[src/hw/rtl/sdtq_pkg.sv]
// Shared types, constants and helpers of the sorted deadline timer queue.
package sdtq_pkg;

    localparam int DEPTH_DEF       = 16;
    localparam int HANDLE_BITS_DEF = 8;

    localparam int SEC_W  = 33;
    localparam int USEC_W = 20;
    localparam int DLY_W  = 31;
    localparam int QUO_W  = 22;
    localparam int REM_W  = 10;

    localparam logic [USEC_W-1:0] USEC_PER_SEC = 20'd1000000;
    localparam logic [REM_W-1:0]  MS_PER_SEC   = 10'd1000;
    localparam logic [31:0]       DIV_MUL      = 32'd2199023256;
    localparam int                DIV_SHIFT    = 41;
    localparam int                PROD_W       = DLY_W + 32;

    typedef enum logic [1:0] {
        OP_ADD    = 2'd0,
        OP_REMOVE = 2'd1,
        OP_EXPIRE = 2'd2,
        OP_NONE   = 2'd3
    } op_e;

    typedef enum logic [1:0] {
        KIND_ADD     = 2'd0,
        KIND_REMOVE  = 2'd1,
        KIND_EXPIRED = 2'd2,
        KIND_WAIT    = 2'd3
    } kind_e;

    typedef enum logic [2:0] {
        CMD_HOLD,
        CMD_INSERT,
        CMD_SCAN,
        CMD_PACK,
        CMD_SHIFT
    } cmd_e;

    typedef enum logic [3:0] {
        ST_IDLE,
        ST_ADD_DIV,
        ST_ADD_REM,
        ST_ADD_NORM,
        ST_ADD_INS,
        ST_REM_SCAN,
        ST_REM_PACK,
        ST_EXP_POP,
        ST_REPORT
    } state_e;

    typedef struct packed {
        logic [SEC_W-1:0]  sec;
        logic [USEC_W-1:0] usec;
    } tim_t;

    typedef struct packed {
        cmd_e op;
        tim_t tim;
    } ctl_t;

    function automatic logic not_after(tim_t a, tim_t b);
        return (a.sec < b.sec) || ((a.sec == b.sec) && (a.usec <= b.usec));
    endfunction

endpackage

[src/hw/rtl/sdtq_cell.sv]
// One slot of the sorted timer chain: deadline, owner, valid and scan token.
module sdtq_cell #(
    parameter int HANDLE_BITS = sdtq_pkg::HANDLE_BITS_DEF
) (
    input  logic                   clk,
    input  logic                   rst_n,
    input  sdtq_pkg::ctl_t         ctl,
    input  logic [HANDLE_BITS-1:0] key,
    input  sdtq_pkg::tim_t         left_tim,
    input  logic [HANDLE_BITS-1:0] left_owner,
    input  logic                   left_valid,
    input  logic                   left_le,
    input  logic                   left_tok,
    input  sdtq_pkg::tim_t         right_tim,
    input  logic [HANDLE_BITS-1:0] right_owner,
    input  logic                   right_valid,
    output sdtq_pkg::tim_t         tim,
    output logic [HANDLE_BITS-1:0] owner,
    output logic                   valid,
    output logic                   le,
    output logic                   tok,
    output logic                   hit
);
    import sdtq_pkg::*;

    tim_t                   tim_reg, tim_next;
    logic [HANDLE_BITS-1:0] owner_reg, owner_next;
    logic                   valid_reg, valid_next;
    logic                   tok_reg;

    assign tim   = tim_reg;
    assign owner = owner_reg;
    assign valid = valid_reg;
    assign tok   = tok_reg;
    assign le    = valid_reg && not_after(tim_reg, ctl.tim);
    assign hit   = tok_reg && valid_reg && (owner_reg == key);

    always_comb
    begin
        tim_next   = tim_reg;
        owner_next = owner_reg;
        valid_next = valid_reg;
        case (ctl.op)
            CMD_INSERT:
            begin
                if (!le)
                begin
                    if (left_le)
                    begin
                        tim_next   = ctl.tim;
                        owner_next = key;
                        valid_next = 1'b1;
                    end
                    else
                    begin
                        tim_next   = left_tim;
                        owner_next = left_owner;
                        valid_next = left_valid;
                    end
                end
            end
            CMD_SCAN:
            begin
                if (hit)
                    valid_next = 1'b0;
            end
            CMD_PACK:
            begin
                if (!valid_reg)
                begin
                    tim_next   = right_tim;
                    owner_next = right_owner;
                    valid_next = right_valid;
                end
                else if (!left_valid)
                begin
                    valid_next = 1'b0;
                end
            end
            CMD_SHIFT:
            begin
                tim_next   = right_tim;
                owner_next = right_owner;
                valid_next = right_valid;
            end
            default:
            begin
                valid_next = valid_reg;
            end
        endcase
    end

    always_ff @(posedge clk or negedge rst_n)
    begin
        if (!rst_n)
        begin
            valid_reg <= 1'b0;
            tok_reg   <= 1'b0;
        end
        else
        begin
            valid_reg <= valid_next;
            tok_reg   <= left_tok;
        end
    end

    always_ff @(posedge clk)
    begin
        tim_reg   <= tim_next;
        owner_reg <= owner_next;
    end

endmodule
[config.mk]
export PLATFORM = sky130hd
export DESIGN_NAME = sdtq_cell
export DESIGN_NICKNAME = d
export VERILOG_FILES = /design/src/hw/rtl/sdtq_pkg.sv /design/src/hw/rtl/sdtq_cell.sv
export SDC_FILE = /design/constraint.sdc
export NUM_CORES = 1
export LEC_CHECK = 0
export BUFFER_PORTS_ARGS = -buffer_cell sky130_fd_sc_hd__buf_2
export CORE_MARGIN = 3
export CORE_UTILIZATION = 46
export DETAILED_ROUTE_END_ITERATION = 10
export HOLD_SLACK_MARGIN = 0.1
export PLACE_DENSITY = 0.81
export RECOVER_POWER = 25
export SKIP_CTS_REPAIR_TIMING = 1
export SKIP_LAST_GASP = 1
export SLEW_MARGIN = 20
export SYNTH_ARGS = -nofsm -noshare
export SYNTH_HDL_FRONTEND = slang
export SYNTH_SLANG_ARGS = --single-unit
[constraint.sdc]
create_clock -name clk -period 5.61 [get_ports clk]
set_clock_uncertainty 0.1 [all_clocks]
set_input_delay 1.683 -clock clk [delete_from_list [all_inputs] [get_ports clk]]
set_output_delay 1.683 -clock clk [all_outputs]
set_load 0.03 [all_outputs]
==> reports/metrics.cfg <==
[timing]
final-setup-viol-count=0
layout_min_cycle_time_ps=5490
timing.fmax_ghz=0.182
fin_ws_ps=120
hold_viol=0
timing.final.max_slew_violations=0
timing.max_slew.rel_slack_pct=28.6
rsz0062_at_grt=false
finalSetupTns_ps=0
finalCritPeriodShare_pct=97.9
slew_worst_pin_ps=1070

[clock_network]
clock_path_buffers=2
tritoncts=built
cts.clk_slew.worst_paths_ps=70
htreeDepth=3
clk_root_buffer_cell=clkbuf_8
cts_buffers=9
clock_insertion_delay_worst_skew_ps=340
number_of_sinks_handled_by_clock_tree_synthesis=63

[placement]
globalplace.congestion=0.867
dpl_cell_area_um2=6110
placed_wire_length_estimate_mm=11.1
preCtsSetupSlack_ps=72.8
portBuffers=256

[global_routing]
antenna_found_initial=0
grtUsageTotal_pct=23.2
first_pass_grt_wire_length_mm=21.0
via_count_of_the_first_global_routing_pass=4697
grt_overflow_total=0
grt_max_degree=63

[yosys]
synthDominantCellAreaShare_pct=39.1
postSynthCellCount=489
seq_area_frac_synth_pct=40.1
most_common_cell_in_the_netlist=a21oi_1
register_bit_total_from_synthesis=63
synth_largest_area_cell=edfxtp_1
post_synth_num_cell_types=36
synth_common_cells=80 x a21oi_1, 66 x nor2_1, 61 x edfxtp_1, 61 x mux2i_1, 56 x inv_1
synth-edff-count=61
synthTopCellsByArea=edfxtp_1 39%, ha_1 14%, mux2i_1 13%
synthesis.area_per_instance_um2=9.59
syn_std_cell_area_um2=4690
syn_nets=734
synth_top_flop_cell=edfxtp_1
synth-async-reset-ratio_pct=3.17
ys_warn_count=0

[routing]
detailroute.wirelength.met3_mm=1.11
route.detailed.drc=0
met2WireLength_mm=7.19
wirelength_met1_mm=4.94
routed-via-count=4585
finalWirelength_mm=13.6
wl_per_cell_um=15.5
ant_nets=0
via_per_inst=5.22
highest_layer=met4
dr.pass1.iters=5
initialDrtViolationCount=208

[die]
die_area_um2=11400
floorplan.io_pins=257
die_height_um=107
initial_core_util_pct=47.7
rows=36
fp.coreArea_um2=9820
floorplan.die.width_um=107

[worst_setup_path]
critical_setup_path_class=in -> out
rr_startpoint=tim[17]
crit_path_start_kind=primary input
arrival_ps=3710
maximum_fanout_along_the_worst_path=2
r2r.worst_path.cells=9
crit_slowest_cell=o32a_2
critPathRequiredTime_ps=3830
critPathCaptureType=output pin
worst-r2r-setup-slack_ps=2560
cp_cell_sequence=buf_2 > inv_1 > ha_1 > a21o_1 > a221o_1 > a221oi_1 > nor3_1 > o32a_2 > nor2_1 > buf_4
worst_r2r_endpoint=tim[9]
critical_path.max_stage_delay_ps=390

[power]
power.density_nw_per_um2=224
max-vdd-ir-drop_v=0.000130
pleak_nw=3.12

[run]
maxCapViolations=0

[finish]
post_route_cells_drive_above_1_share_pct=31.8
diodes=0
syn2layout_area_growth_pct=32.6
design.final.nets=985
largest_register_ff_count=53
post-route-cell-area_um2=6220

[hold_path]
timing.hold.worst.start=valid
worst_hold_stages=2
hold-path-endpoint=valid
hold_class=reg -> reg

[run_status]
outcome=finished, final reports clean

[report_power, final]
part,internal [mW],total [mW],switching [mW]
Combinational,0.177,0.454,0.277
Sequential,0.579,0.607,0.0272
Clock,0.158,0.334,0.176
Total,0.915,1.39,0.480
[routing by layer]
metal	up-vias	track usage, %
met1	2100	24.2
met4	0	8.22
met2	199	44.7
met5	-	0
li1	2261	-
met3	25	5.42
[critical path, delay by kind of cell]
family	cells	cell delay, ps
buffers and inverters	3	310
adders and majority gates	1	310
and+or+nand+nor	2	200
AOI/OAI and AO/OA	4	1200
[worst max path at each step]
| stage | startpoint | to | cells after the start |
|---|---|---|---|
| floorplan | ctl[34] | le | 8 |
| finish | ctl[5] | le | 10 |
| global route | ctl[5] | le | 10 |
| global placement | ctl[34] | le | 10 |
| detailed placement | ctl[34] | le | 10 |
| CTS | ctl[34] | le | 10 |
[layout make-up]
class,count,area (µm²)
fill,866,3600
multi-input combinational,349,2530
sequential,63,1880
timing repair buffer,261,1270
inverter,56,210
tap,133,166
clock buffer,12,135
clock inverter,4,22.5
[cells in the final DEF, fill, tap and decap left out, types with 16 or more instances in the layout]
master / count
mux2i_1: 61
buf_2: 209
nand2_1: 16
ha_1: 53
a21oi_1: 79
inv_1: 56
edfxtp_1: 61
nor2_1: 66
clkbuf_1: 48
[through the flow]
stage               power (mW)  hold WS (ps)  cells  utilization [%]
global placement          1.06           647    862             62.2
floorplan                0.898           707    489                -
CTS                       1.42           660    878             63.8
global route              1.48           716    878             63.3
finish                    1.39           651    878             63.3
detailed placement        1.08           643    862             62.2
[cells by family after synthesis]
group                    count (synthesis)  share of synthesized area (%)
flip-flops                              63                           40.1
buffers and inverters                   77                           6.16
adder cells (fa/ha/maj)                 53                           14.1
multiplexers                            61                           13.0
XOR/XNOR                                 8                           1.49
AND/OR/NAND/NOR                        119                           11.7
AO/OA/AOI/OAI                          108                           13.3
No activity file was read; power rests on OpenSTA's default activity.
